===== src/hw/rtl/ptt_pkg.sv =====
// Package for the periodic timer table: sizes, operation and result codes,
// controller state type and the controller/datapath command and status structs.
// Depends on nothing; every other file of the block imports it.
`default_nettype none

package ptt_pkg;

   // Table geometry
   localparam int SLOT_COUNT  = 16;
   localparam int SLOT_IDX_W  = (SLOT_COUNT > 1) ? $clog2(SLOT_COUNT) : 1;
   localparam int MAX_RESULTS = 16;
   localparam int REP_W       = $clog2(MAX_RESULTS + 1);

   // Field widths
   localparam int KIND_W   = 2;
   localparam int ID_W     = 16;
   localparam int PERIOD_W = 31;
   localparam int COUNT_W  = 32;
   localparam int STATUS_W = 3;

   // Operation codes
   localparam logic [KIND_W-1:0] KIND_TICK = 2'd0;
   localparam logic [KIND_W-1:0] KIND_SET  = 2'd1;
   localparam logic [KIND_W-1:0] KIND_KILL = 2'd2;
   localparam logic [KIND_W-1:0] KIND_NONE = 2'd3;

   // Result status codes
   localparam logic [STATUS_W-1:0] STATUS_EXPIRY     = 3'd0;
   localparam logic [STATUS_W-1:0] STATUS_TICK_NONE  = 3'd1;
   localparam logic [STATUS_W-1:0] STATUS_SET_OK     = 3'd2;
   localparam logic [STATUS_W-1:0] STATUS_TABLE_FULL = 3'd3;
   localparam logic [STATUS_W-1:0] STATUS_KILLED     = 3'd4;
   localparam logic [STATUS_W-1:0] STATUS_KILL_MISS  = 3'd5;

   // Controller states
   typedef enum logic [1:0] {
      ST_IDLE,
      ST_WALK,
      ST_DONE
   } ptt_state_type;

   // Controller to datapath
   typedef struct packed {
      logic                  load;    // capture a new transaction
      logic                  step;    // process slot idx this cycle
      logic                  finish;  // write final result
      logic [SLOT_IDX_W-1:0] idx;
   } ptt_cmd_type;

   // Datapath to controller
   typedef struct packed {
      logic match;      // set or kill hit at the current slot
      logic need_push;  // current step emits a result
      logic out_free;   // output register can take a result
   } ptt_sts_type;

endpackage

`default_nettype wire


===== src/hw/rtl/ptt_req_if.sv =====
// Request channel interface of the periodic timer table.
// Depends on ptt_pkg for field widths.
`default_nettype none

interface ptt_req_if;
   import ptt_pkg::*;

   logic                valid;
   logic                ready;
   logic [KIND_W-1:0]   kind;
   logic [ID_W-1:0]     timer_id;
   logic [PERIOD_W-1:0] period;

   modport source (output valid, output kind, output timer_id, output period, input ready);
   modport sink   (input valid, input kind, input timer_id, input period, output ready);
endinterface

`default_nettype wire


===== src/hw/rtl/ptt_rsp_if.sv =====
// Response channel interface of the periodic timer table.
// Depends on ptt_pkg for field widths.
`default_nettype none

interface ptt_rsp_if;
   import ptt_pkg::*;

   logic                valid;
   logic                ready;
   logic [STATUS_W-1:0] status;
   logic [ID_W-1:0]     expired_id;
   logic                last;

   modport source (output valid, output status, output expired_id, output last, input ready);
   modport sink   (input valid, input status, input expired_id, input last, output ready);
endinterface

`default_nettype wire


===== src/hw/rtl/periodic_timer_table.sv =====
// Top level of the periodic timer table: controller plus datapath on two channels.
// Depends on ptt_pkg, ptt_req_if, ptt_rsp_if, ptt_ctrl and ptt_datapath.
//
//   channel   | dir | payload                        | handshake
//   req_chan  | in  | kind, timer_id, period         | valid/ready
//   rsp_chan  | out | status, expired_id, last       | valid/ready
//
// A tick or an unmatched set/kill walks all SLOT_COUNT slots, one slot per cycle
// unless a held response stalls it; a set or kill that hits slot k stops there.
// A kind 3 transaction yields no response.
// The walk goes through the single slot read port; a held response stalls the walk
// only when another response must be written.
// Reset is synchronous and clears all slots at once; no clearing pass follows.
`default_nettype none

module periodic_timer_table (
   input  logic       clock,
   input  logic       reset,
   ptt_req_if.sink    req_chan,
   ptt_rsp_if.source  rsp_chan
);
   import ptt_pkg::*;

   ptt_cmd_type cmd;
   ptt_sts_type sts;

   ptt_ctrl u_ctrl (
      .clock     (clock),
      .reset     (reset),
      .req_valid (req_chan.valid),
      .req_kind  (req_chan.kind),
      .req_ready (req_chan.ready),
      .sts       (sts),
      .cmd       (cmd)
   );

   ptt_datapath u_datapath (
      .clock          (clock),
      .reset          (reset),
      .cmd            (cmd),
      .sts            (sts),
      .req_kind       (req_chan.kind),
      .req_timer_id   (req_chan.timer_id),
      .req_period     (req_chan.period),
      .rsp_valid      (rsp_chan.valid),
      .rsp_status     (rsp_chan.status),
      .rsp_expired_id (rsp_chan.expired_id),
      .rsp_last       (rsp_chan.last),
      .rsp_ready      (rsp_chan.ready)
   );

   // Only an expiry can be followed by more responses of the same transaction
   a_last_on_non_expiry: assert property (@(posedge clock) disable iff (reset)
      (rsp_chan.valid && (rsp_chan.status != STATUS_EXPIRY)) |-> rsp_chan.last)
      else $error("non-expiry response without last");

   // Identifier is zero unless the response reports an expiry
   a_id_zero: assert property (@(posedge clock) disable iff (reset)
      (rsp_chan.valid && (rsp_chan.status != STATUS_EXPIRY)) |-> (rsp_chan.expired_id == '0))
      else $error("nonzero identifier on non-expiry response");

   // An unused kind produces no response
   a_none_silent: assert property (@(posedge clock) disable iff (reset)
      (req_chan.valid && req_chan.ready && (req_chan.kind == KIND_NONE) && !rsp_chan.valid)
      |=> !rsp_chan.valid)
      else $error("response after unused kind");

   // No new transaction is taken while one is being walked
   a_busy_not_ready: assert property (@(posedge clock) disable iff (reset)
      (req_chan.valid && req_chan.ready && (req_chan.kind != KIND_NONE)) |=> !req_chan.ready)
      else $error("ready during slot walk");

endmodule

`default_nettype wire


===== src/hw/rtl/ptt_ctrl.sv =====
// Controller of the periodic timer table: sequences the slot walk per transaction.
// Depends on ptt_pkg for the state type and the command and status structs.
`default_nettype none

module ptt_ctrl (
   input  logic                           clock,
   input  logic                           reset,
   input  logic                           req_valid,
   input  logic [ptt_pkg::KIND_W-1:0]     req_kind,
   output logic                           req_ready,
   input  ptt_pkg::ptt_sts_type           sts,
   output ptt_pkg::ptt_cmd_type           cmd
);
   import ptt_pkg::*;

   ptt_state_type         state_ff, state_in;
   logic [SLOT_IDX_W-1:0] idx_ff, idx_in;
   logic                  last_slot;

   assign last_slot = (idx_ff == SLOT_IDX_W'(SLOT_COUNT - 1));

   // Drive commands from the current state
   always_comb begin
      req_ready  = (state_ff == ST_IDLE);
      cmd.load   = (state_ff == ST_IDLE) && req_valid;
      cmd.step   = (state_ff == ST_WALK) && !(sts.need_push && !sts.out_free);
      cmd.finish = (state_ff == ST_DONE) && sts.out_free;
      cmd.idx    = idx_ff;
   end

   // Next state and slot index
   always_comb begin
      state_in = state_ff;
      idx_in   = idx_ff;
      case (state_ff)
         ST_IDLE: begin
            idx_in = '0;
            if (req_valid && (req_kind != KIND_NONE)) begin
               state_in = ST_WALK;
            end
         end
         ST_WALK: begin
            if (cmd.step) begin
               idx_in = idx_ff + 1'b1;
               if (sts.match || last_slot) begin
                  state_in = ST_DONE;
               end
            end
         end
         ST_DONE: begin
            if (sts.out_free) begin
               state_in = ST_IDLE;
            end
         end
         default: state_in = ST_IDLE;
      endcase
   end

   always_ff @(posedge clock) begin
      if (reset) begin
         state_ff <= ST_IDLE;
         idx_ff   <= '0;
      end else begin
         state_ff <= state_in;
         idx_ff   <= idx_in;
      end
   end

endmodule

`default_nettype wire


===== src/hw/rtl/ptt_datapath.sv =====
// Datapath of the periodic timer table: slot registers, transaction registers,
// expiry hold stage and the response register. Depends on ptt_pkg.
`default_nettype none

module ptt_datapath (
   input  logic                            clock,
   input  logic                            reset,
   input  ptt_pkg::ptt_cmd_type            cmd,
   output ptt_pkg::ptt_sts_type            sts,
   input  logic [ptt_pkg::KIND_W-1:0]      req_kind,
   input  logic [ptt_pkg::ID_W-1:0]        req_timer_id,
   input  logic [ptt_pkg::PERIOD_W-1:0]    req_period,
   output logic                            rsp_valid,
   output logic [ptt_pkg::STATUS_W-1:0]    rsp_status,
   output logic [ptt_pkg::ID_W-1:0]        rsp_expired_id,
   output logic                            rsp_last,
   input  logic                            rsp_ready
);
   import ptt_pkg::*;

   // Slot table
   logic [ID_W-1:0]     slot_id_ff     [SLOT_COUNT];
   logic [PERIOD_W-1:0] slot_period_ff [SLOT_COUNT];
   logic [COUNT_W-1:0]  slot_count_ff  [SLOT_COUNT];

   // Transaction registers
   logic [KIND_W-1:0]     kind_ff;
   logic [ID_W-1:0]       tid_ff;
   logic [PERIOD_W-1:0]   tper_ff;
   logic                  pend_valid_ff;
   logic [ID_W-1:0]       pend_id_ff;
   logic [REP_W-1:0]      rep_cnt_ff;
   logic                  hit_ff;
   logic                  free_valid_ff;
   logic [SLOT_IDX_W-1:0] free_idx_ff;

   // Response register
   logic                rsp_valid_ff, rsp_valid_in;
   logic [STATUS_W-1:0] rsp_status_ff, rsp_status_in;
   logic [ID_W-1:0]     rsp_id_ff, rsp_id_in;
   logic                rsp_last_ff, rsp_last_in;
   logic                rsp_load;

   // Current slot view
   logic [ID_W-1:0]     cur_id;
   logic [PERIOD_W-1:0] cur_per;
   logic [COUNT_W-1:0]  cur_cnt;
   logic [COUNT_W-1:0]  dec_cnt;
   logic                active, expire;
   logic                is_tick, is_set, is_kill;
   logic                slot_match, capture, out_free, free_write;

   // Slot write port
   logic                  wr_en;
   logic [SLOT_IDX_W-1:0] wr_idx;
   logic [ID_W-1:0]       wr_id;
   logic [PERIOD_W-1:0]   wr_per;
   logic [COUNT_W-1:0]    wr_cnt;

   assign cur_id  = slot_id_ff[cmd.idx];
   assign cur_per = slot_period_ff[cmd.idx];
   assign cur_cnt = slot_count_ff[cmd.idx];
   assign dec_cnt = cur_cnt - COUNT_W'(1);
   assign active  = (cur_per != '0);
   assign expire  = dec_cnt[COUNT_W-1];

   assign is_tick = (kind_ff == KIND_TICK);
   assign is_set  = (kind_ff == KIND_SET);
   assign is_kill = (kind_ff == KIND_KILL);

   // Set matches live slots only, kill matches any slot
   assign slot_match = (is_set && active && (cur_id == tid_ff))
                    || (is_kill && (cur_id == tid_ff));
   assign capture    = is_tick && active && expire && (rep_cnt_ff < REP_W'(MAX_RESULTS));
   assign out_free   = !rsp_valid_ff || rsp_ready;
   assign free_write = cmd.finish && is_set && !hit_ff && free_valid_ff;

   assign sts.match     = slot_match;
   assign sts.need_push = capture && pend_valid_ff;
   assign sts.out_free  = out_free;

   // Select what goes into the slot table
   always_comb begin
      wr_en  = 1'b0;
      wr_idx = cmd.idx;
      wr_id  = cur_id;
      wr_per = cur_per;
      wr_cnt = cur_cnt;
      if (cmd.step) begin
         case (kind_ff)
            KIND_TICK: begin
               if (active) begin
                  wr_en  = 1'b1;
                  wr_cnt = expire ? {1'b0, cur_per} : dec_cnt;
               end
            end
            KIND_SET: begin
               if (slot_match) begin
                  wr_en  = 1'b1;
                  wr_per = tper_ff;
                  wr_cnt = '0;
               end
            end
            KIND_KILL: begin
               if (slot_match) begin
                  wr_en  = 1'b1;
                  wr_id  = '0;
                  wr_per = '0;
                  wr_cnt = '0;
               end
            end
            default: wr_en = 1'b0;
         endcase
      end else if (free_write) begin
         wr_en  = 1'b1;
         wr_idx = free_idx_ff;
         wr_id  = tid_ff;
         wr_per = tper_ff;
         wr_cnt = '0;
      end
   end

   always_ff @(posedge clock) begin
      if (reset) begin
         for (int i = 0; i < SLOT_COUNT; i++) begin
            slot_id_ff[i]     <= '0;
            slot_period_ff[i] <= '0;
            slot_count_ff[i]  <= '0;
         end
      end else if (wr_en) begin
         slot_id_ff[wr_idx]     <= wr_id;
         slot_period_ff[wr_idx] <= wr_per;
         slot_count_ff[wr_idx]  <= wr_cnt;
      end
   end

   // Capture the transaction and track the walk
   always_ff @(posedge clock) begin
      if (reset) begin
         pend_valid_ff <= 1'b0;
         rep_cnt_ff    <= '0;
         hit_ff        <= 1'b0;
         free_valid_ff <= 1'b0;
      end else if (cmd.load) begin
         pend_valid_ff <= 1'b0;
         rep_cnt_ff    <= '0;
         hit_ff        <= 1'b0;
         free_valid_ff <= 1'b0;
      end else if (cmd.step) begin
         if (capture) begin
            pend_valid_ff <= 1'b1;
            rep_cnt_ff    <= rep_cnt_ff + 1'b1;
         end
         if (slot_match) begin
            hit_ff <= 1'b1;
         end
         if (is_set && !active && !free_valid_ff) begin
            free_valid_ff <= 1'b1;
         end
      end
   end

   always_ff @(posedge clock) begin
      if (cmd.load) begin
         kind_ff <= req_kind;
         tid_ff  <= req_timer_id;
         tper_ff <= req_period;
      end
      if (cmd.step && capture) begin
         pend_id_ff <= cur_id;
      end
      if (cmd.step && is_set && !active && !free_valid_ff) begin
         free_idx_ff <= cmd.idx;
      end
   end

   // Build the next response
   always_comb begin
      rsp_load      = 1'b0;
      rsp_status_in = rsp_status_ff;
      rsp_id_in     = rsp_id_ff;
      rsp_last_in   = rsp_last_ff;
      if (cmd.step && sts.need_push) begin
         rsp_load      = 1'b1;
         rsp_status_in = STATUS_EXPIRY;
         rsp_id_in     = pend_id_ff;
         rsp_last_in   = 1'b0;
      end else if (cmd.finish) begin
         rsp_load    = 1'b1;
         rsp_id_in   = '0;
         rsp_last_in = 1'b1;
         case (kind_ff)
            KIND_TICK: begin
               if (pend_valid_ff) begin
                  rsp_status_in = STATUS_EXPIRY;
                  rsp_id_in     = pend_id_ff;
               end else begin
                  rsp_status_in = STATUS_TICK_NONE;
               end
            end
            KIND_SET:  rsp_status_in = (hit_ff || free_valid_ff) ? STATUS_SET_OK
                                                                  : STATUS_TABLE_FULL;
            KIND_KILL: rsp_status_in = hit_ff ? STATUS_KILLED : STATUS_KILL_MISS;
            default:   rsp_status_in = STATUS_TICK_NONE;
         endcase
      end
      rsp_valid_in = rsp_load ? 1'b1 : (rsp_valid_ff && !rsp_ready);
   end

   always_ff @(posedge clock) begin
      if (reset) begin
         rsp_valid_ff <= 1'b0;
      end else begin
         rsp_valid_ff <= rsp_valid_in;
      end
   end

   always_ff @(posedge clock) begin
      rsp_status_ff <= rsp_status_in;
      rsp_id_ff     <= rsp_id_in;
      rsp_last_ff   <= rsp_last_in;
   end

   assign rsp_valid      = rsp_valid_ff;
   assign rsp_status     = rsp_status_ff;
   assign rsp_expired_id = rsp_id_ff;
   assign rsp_last       = rsp_last_ff;

endmodule

`default_nettype wire

===== src/flat_wrapper.sv =====
// flat-port wrapper written by rule: the top's interface ports become plain ports
module periodic_timer_table_flat import ptt_pkg::*;
  (clock, reset, req_chan_valid, req_chan_kind, req_chan_timer_id, req_chan_period, req_chan_ready, rsp_chan_valid, rsp_chan_status, rsp_chan_expired_id, rsp_chan_last, rsp_chan_ready);
  ptt_req_if req_chan_i ();
  ptt_rsp_if rsp_chan_i ();
  input  logic clock;
  input  logic reset;
  input wire logic [$bits(req_chan_i.valid)-1:0] req_chan_valid;
  input wire logic [$bits(req_chan_i.kind)-1:0] req_chan_kind;
  input wire logic [$bits(req_chan_i.timer_id)-1:0] req_chan_timer_id;
  input wire logic [$bits(req_chan_i.period)-1:0] req_chan_period;
  output wire logic [$bits(req_chan_i.ready)-1:0] req_chan_ready;
  output wire logic [$bits(rsp_chan_i.valid)-1:0] rsp_chan_valid;
  output wire logic [$bits(rsp_chan_i.status)-1:0] rsp_chan_status;
  output wire logic [$bits(rsp_chan_i.expired_id)-1:0] rsp_chan_expired_id;
  output wire logic [$bits(rsp_chan_i.last)-1:0] rsp_chan_last;
  input wire logic [$bits(rsp_chan_i.ready)-1:0] rsp_chan_ready;
  assign req_chan_i.valid = req_chan_valid;
  assign req_chan_i.kind = req_chan_kind;
  assign req_chan_i.timer_id = req_chan_timer_id;
  assign req_chan_i.period = req_chan_period;
  assign req_chan_ready = req_chan_i.ready;
  assign rsp_chan_valid = rsp_chan_i.valid;
  assign rsp_chan_status = rsp_chan_i.status;
  assign rsp_chan_expired_id = rsp_chan_i.expired_id;
  assign rsp_chan_last = rsp_chan_i.last;
  assign rsp_chan_i.ready = rsp_chan_ready;
  periodic_timer_table u_core (.clock(clock), .reset(reset), .req_chan(req_chan_i), .rsp_chan(rsp_chan_i));
endmodule

===== config.mk =====
export PLATFORM = sky130hd
export DESIGN_NAME = periodic_timer_table_flat
export DESIGN_NICKNAME = d
export VERILOG_FILES = /design/src/hw/rtl/ptt_pkg.sv /design/src/hw/rtl/ptt_req_if.sv /design/src/hw/rtl/ptt_rsp_if.sv /design/src/hw/rtl/periodic_timer_table.sv /design/src/hw/rtl/ptt_ctrl.sv /design/src/hw/rtl/ptt_datapath.sv /design/src/flat_wrapper.sv
export SDC_FILE = /design/constraint.sdc
export NUM_CORES = 2
export LEC_CHECK = 0
export BUFFER_PORTS_ARGS = -buffer_cell sky130_fd_sc_hd__buf_2
export CORE_MARGIN = 5
export CORE_UTILIZATION = 47
export CTS_CLUSTER_SIZE = 20
export DETAILED_ROUTE_END_ITERATION = 8
export PLACE_DENSITY = 0.71
export SLEW_MARGIN = 5
export SYNTH_ARGS = -nofsm -noshare
export SYNTH_HDL_FRONTEND = slang
export SYNTH_HIERARCHICAL = 1
export SYNTH_SLANG_ARGS = --single-unit

===== constraint.sdc =====
create_clock -name clock -period 15.9 [get_ports clock]
set_input_delay 2.385 -clock clock [delete_from_list [all_inputs] [get_ports clock]]
set_output_delay 2.385 -clock clock [all_outputs]
set_load 0.01 [all_outputs]

Word-level counts from Yosys, hierarchy flattened

Memory sizes are Yosys's and may differ from the RTL's. A register that Yosys moved wholly into a read port is not among the register bits.
Index checks and enable logic that the tools add are counted.

Register bits: 104
Memory bits (writable): 1264
Output and inout port bits: 22
Memories kept: 3

Memory list:

| memory                           | words | bits a word | rd ports | clocked after memory_dff | write ports | line               | text |
|---|---|---|---|---|---|---|---|
| u_core.u_datapath.slot_count_ff  | 16    | 32          | 1        | 1                        | 16          | ptt_datapath.sv:24 | `logic [COUNT_W-1:0] slot_count_ff [SLOT_COUNT];` |
| u_core.u_datapath.slot_period_ff | 16    | 31          | 1        | 1                        | 16          | ptt_datapath.sv:23 | `logic [PERIOD_W-1:0] slot_period_ff [SLOT_COUNT];` |
| u_core.u_datapath.slot_id_ff     | 16    | 16          | 1        | 1                        | 16          | ptt_datapath.sv:22 | `logic [ID_W-1:0] slot_id_ff [SLOT_COUNT];` |

Add/subtract/negate cells: 3
Magnitude comparators: 1
Eq/ne operators: 11
Muxes and demuxes: 60
Reduce and logical (&&, ||, !) cells: 49

Operators by type and width:

| cell                    | count |
|---|---|
| $mux W31                | 6 |
| $mux W32                | 5 |
| $mux W16                | 9 |
| $pmux W32 S2            | 1 |
| $pmux W31 S2            | 1 |
| $mux W4                 | 12 |
| $reduce_or A32 Y1       | 1 |
| $sub A32 B1 Y32 const B | 1 |
| $reduce_bool A31 Y1     | 1 |
| $reduce_or A31 Y1       | 1 |
| $logic_and A1 B1 Y1     | 23 |
| $mux W1                 | 18 |
| $eq A16 B16 Y1          | 1 |
| $reduce_or A16 Y1       | 1 |
| $pmux W3 S3             | 1 |
| $mux W2                 | 4 |
| $pmux W4 S2             | 1 |
| $reduce_and A2 Y1       | 4 |
| $logic_not A1 Y1        | 7 |
| $ne A2 B2 Y1 const B    | 3 |
| $pmux W2 S3             | 1 |
| $add A5 B1 Y5 const B   | 1 |
| $lt A5 B5 Y1 const B    | 1 |
| $add A4 B1 Y4 const B   | 1 |
| other kinds (10)        | 19 |

Longest topological paths before layout

Depth in word-level cells: 14
Gate-level depth with buffers: 33

Modules after synthesis

The synthesis kept the hierarchy.

By module, submodules not included:

| module       | times used | cells an instance | area each (µm²) | sequential area each (µm²) |
|---|---|---|---|---|
| ptt_datapath | 1          | 4328              | 61173.7         | 40769.1 |
| ptt_ctrl     | 1          | 38                | 335.3           | 120.1 |

Worst setup path after synthesis

Ideal clock, no wire load.

Kind: register to register
From: register u_core.u_ctrl.idx_ff[0]
To: memory u_core.u_datapath.slot_count_ff[12][0], enable pin
Arrival: 7885 ps
Setup slack: 7564 ps
Stages on the path, launching flop included: 31
Clock period less this slack: 8336 ps
Cell sequence: dfxtp_1 -> buf_6 -> buf_6 -> buf_4 -> buf_6 -> buf_2 -> mux4_2 -> a22o_1 -> a221oi_1 -> nand4_1 -> nor4_4 -> and4_1 -> buf_4 -> xnor2_2 -> buf_4 -> buf_6 -> nor4_1 -> nor2b_1 -> buf_6 -> nor2_1 -> clkbuf_1 -> inv_1 -> clkbuf_1 -> nand2_1 -> a21oi_1 -> o21ai_1 -> o41ai_4 -> buf_2 -> nand3_1 -> clkbuf_1 -> nand2b_1

RTL lines:

| item                     | line               | text |
|---|---|---|
| start: declaration       | ptt_ctrl.sv:17     | `logic [SLOT_IDX_W-1:0] idx_ff, idx_in;` |
| start signal: assignment | ptt_ctrl.sv:65     | `idx_ff <= idx_in;` |
| end: declaration         | ptt_datapath.sv:24 |  |

==> summary.md <==
## Routing
- 0 — remaining antenna violation count after routing
- 31.2 um — drt wl/cell
- 0 — final routed DRC violation total
- 192 mm — DRT Wirelength
- 6.54 — via density per instance
- 6357 — drt initial violations
- 40334 — via total after detailed routing
- 7 — first-pass detailed-route iteration total

## Clock network
- 1368 — Clock Sink Count
- 3 — Bufs on Longest Clock Path
- 0 — total setup buffers inserted after CTS
- 800 ps — clock latency on the worst-skew pair
- 140 — CTS buffer count
- 0 — count of hold buffers inserted by post-cts repair
- built — clock tree from TritonCTS
- 60 ps — Clock transition at path regs
- sky130_fd_sc_hd__clkbuf_16 — Clock Tree Root
- 0 — quantity of gates resized following cts
- 4 — number of levels in the clock H-tree

## Finish
- 4373 — Nets
- 10606 — Fill cells
- 18.2% — fraction of final layout cells sized beyond drive strength 1
- 6165 — non-filler cells in the finished layout
- 52.4% — final core utilization
- 10.5% — Area Overhead vs Synth
- sky130_fd_sc_hd__edfxtp_1, sky130_fd_sc_hd__nor2_1, sky130_fd_sc_hd__mux4_2 — most frequent cells in the layout
- sky130_fd_sc_hd__edfxtp_1 — leading cell type in the layout, fill and taps excluded

## Die
- 0.138 mm^2 — Die ar.
- 75 — Top Ports
- 132 — FP Rows
- 47.4% — initial core utilization
- 372 um — horizontal extent of the die
- 0.130 mm^2 — area of the core region
- 372 um — vertical die dimension

## STA
- 42.6 ps — post-route clock skew
- 90.8 MHz — maximum operating frequency
- 0 ps — setup TNS
- 0 — total setup violations reported at the end of the flow
- 1400 ps — actual slew at the worst max-slew pin
- 69.3% — final cycle utilization of the critical path
- 0 — Fin. Hold Viols
- 11020 ps — Final min period
- false — unrepaired setup endpoints after global routing
- 0 — max-slew violation count
- 6.98% — Slew Limit Headroom
- 4880 ps — final setup margin

## Global routing
- 39337 — vias in the first global route
- met2 — busiest metal layer after global routing
- 37.2% — met1 Resource Use GR
- 276 mm — wire length of the first global-routing pass
- 27.6% — total track usage
- 128 — maximum number of pins on one net before global-route repair
- 7.02% — GR Layer Usage met3
- 5 — initial antenna violation count
- 0 — GR Overflow Total
- 43.0% — fraction of met2 tracks used by global routing

## Hold path
- 1 — Worst Hold Path Cells
- u_core/u_datapath/rsp_last — Hold Crit Start
- u_core/u_datapath/rsp_last — Endpoint, Worst Hold
- flip-flop to flip-flop — class of the worst hold path

## Synth
- 6.49% — synthesized-area fraction occupied by ao, oa, aoi and oai cells
- 0.423% — share of the synthesized netlist area taken by xor and xnor gates
- 1368 — flip-flop and latch count after synthesis
- 14.1 um^2 — synthesized area divided by synthesized cell count
- 4366 — Syn Inst Count
- 66.5% — register area share after synthesis
- 12.8% — multiplexer share of the synthesized area
- 6 — count of yosys warnings during synthesis
- 0.0615 mm^2 — Cell Area, Synth
- 0% — proportion of synthesized flip-flops having asynchronous set or reset
- 4426 — syn nets
- sky130_fd_sc_hd__edfxtp_1 — dominant register cell in the synthesized netlist
- 1349 — number of synthesized flops with an enable pin
- 90 — Cell variety after synth
- 0.142% — synthesized-area fraction occupied by adder cells
- multiplexers — largest family of logic cells by synthesized area
- 10.6% — post-synthesis share of cell area spent on and, or, nand and nor gates

## Worst setup path
- 16310 ps — Critical Path RT
- flip-flop to flip-flop — type of the worst setup path
- sky130_fd_sc_hd__dfxtp_4 — Slowest cell on crit path
- 970 ps — peak per-stage delay on the critical path
- flip-flop — Setup crit start kind
- 11430 ps — data arrival time of the critical path
- flip-flop — CP Capture Type
- sky130_fd_sc_hd__buf_4 — Most Frequent Cell on Critical Path
- u_core/u_ctrl/idx_ff[0] — startpoint of the lowest-slack register-to-register path
- 4880 ps — flop2flop setup slack
- u_core/u_ctrl/idx_ff[0] — origin of the worst setup path
- 19 — count of cells along the worst register-to-register path
- buf_12 > buf_4 > mux4_2 > a22o_1 > a221oi_1 > nand4_1 > nor4_4 > and4_1 > xnor2_4 > nor4_1 > nor2b_1 > nor2_4 > buf_4 > nand2b_1 > o41ai_4 > buf_4 > nand3_4 > nand2b_4 > buf_4 — cells along the critical path
- u_core/u_datapath/slot_period_ff[2][23] — reg2reg end
- 96 — Max FO, Critical Path

## Power
- 39.8% — clock group share of total power
- 7.9% — logic gate share of total power
- 116 mW/mm^2 — Pwr Density
- 0.112 mV — Peak VDD IR
- 22.5 nW — standby leakage power
- 24.0% — switching power share of the total
- 0.00789 W — power consumption
- 0.00189 W — power dissipated by switching net loads
- 0.00599 W — Power Internal
- 52.4% — sequential power share

## Outcome
- completed — outcome

## Flow run
- 0 — number of maximum-capacitance constraint violations

## Placement
- 5090 ps — post-place setup slack
- 112 mm — DP Wirelength
- 74 — number of input and output port buffers inserted
- 5910 — number of placed cells counting well taps
- 0.921 — gp weighted congestion

## cells by family (layout without fill, tap and decap cells)
kind of cell,Yosys count,count (layout)
AOI/OAI and AO/OA,583,583
xor gates and xnor gates,28,28
adders and majority gates,7,7
buffers and inverters,419,474
DFF,1368,1368
muxes,419,419
other,0,2
and+or+nand+nor,1542,1542
## stage by stage
step | cell area, um^2 | hold WS, ps
after floorplan | 61500 | 452
after global placement | 63600 | 459
after detailed placement | 63600 | 470
after CTS | 67900 | 484
after global routing | 68000 | 525
final | 68000 | 474
## power groups by stage
stage / logic, W / registers [W] / clock network (W)
3_3_place_gp: 0.000602 / 0.00420 / 0
4_1_cts: 0.000607 / 0.00413 / 0.00316
2_1_floorplan: 0.000390 / 0.00418 / 0
5_1_grt: 0.000644 / 0.00413 / 0.00331
6_report: 0.000620 / 0.00413 / 0.00314
3_5_place_dp: 0.000604 / 0.00420 / 0
## synthesized netlist by cell type (all sizes together) (24+ instances only)
library cell  instances  area [um^2]
edfxtp             1349        40500
nor2               1107         4160
a21oi               298         1490
mux4                291         6550
clkbuf              256          961
nand2               149          559
buf                 132          862
mux2i               121         1210
a221oi               64          797
nor2b                64          400
a22oi                56          420
nor3                 47          250
o21ai                40          200
nand3                38          195
inv                  28          105
nand2b               25          156
and3                 24          150
## layer usage
metal  part of all wire (%)  vias to the layer above
met5                 0.0052                        -
met4                    4.7                        2
met3                     13                      515
met2                     46                     3116
met1                     36                    20406
li1                       -                    16295
## state kept, by name, summed over array words and instances, names as in the netlist, 2 cells and up
signal and cells:
u_core/u_ctrl/idx_ff 4, u_core/u_datapath/slot_count_ff 512, u_core/u_datapath/slot_id_ff 256, u_core/u_datapath/free_idx_ff 4
u_core/u_ctrl/state_ff 2, u_core/u_datapath/slot_period_ff 496, u_core/u_datapath/rsp_expired_id 16, u_core/u_datapath/tper_ff 31
u_core/u_datapath/rep_cnt_ff 5, u_core/u_datapath/rsp_status 3, u_core/u_datapath/pend_id_ff 16, u_core/u_datapath/tid_ff 16
u_core/u_datapath/kind_ff 2
## how the worst max path moves through the flow
stage / endpoint / slack [ps] / cells after the start
after global placement: u_core/u_datapath/slot_period_ff[2][20] / 5280 / 19
after global routing: u_core/u_datapath/slot_period_ff[2][28] / 4560 / 19
after CTS: u_core/u_datapath/slot_period_ff[3][24] / 5070 / 19
after floorplan: u_core/u_datapath/slot_count_ff[12][0] / 7560 / 30
final: u_core/u_datapath/slot_period_ff[2][23] / 4880 / 19
after detailed placement: u_core/u_datapath/slot_period_ff[3][5] / 5090 / 19
## cell type report
class                   count  area, um^2  share of cell area, %
clock inverters            70         523                  0.769
multi-input cells        2579       19200                   28.2
inverters                  31         118                  0.173
well taps                1742        2180                   3.21
diodes                      2        5.00                0.00736
clock buffers             180        3770                   5.55
flip-flops and latches   1368       40900                   60.2
repair buffers            193        1320                   1.94
## worst max-delay path, delay by kind of cell (launching register included)
| family | cells | cell delay [ps] |
|---|---|---|
| DFF | 1 | 970 |
| AOI/OAI and AO/OA | 3 | 1160 |
| and+or+nand+nor | 9 | 4290 |
| muxes | 1 | 580 |
| buffers and inverters | 5 | 3140 |
| xor gates and xnor gates | 1 | 160 |
Power figures use the tool's default switching activity.
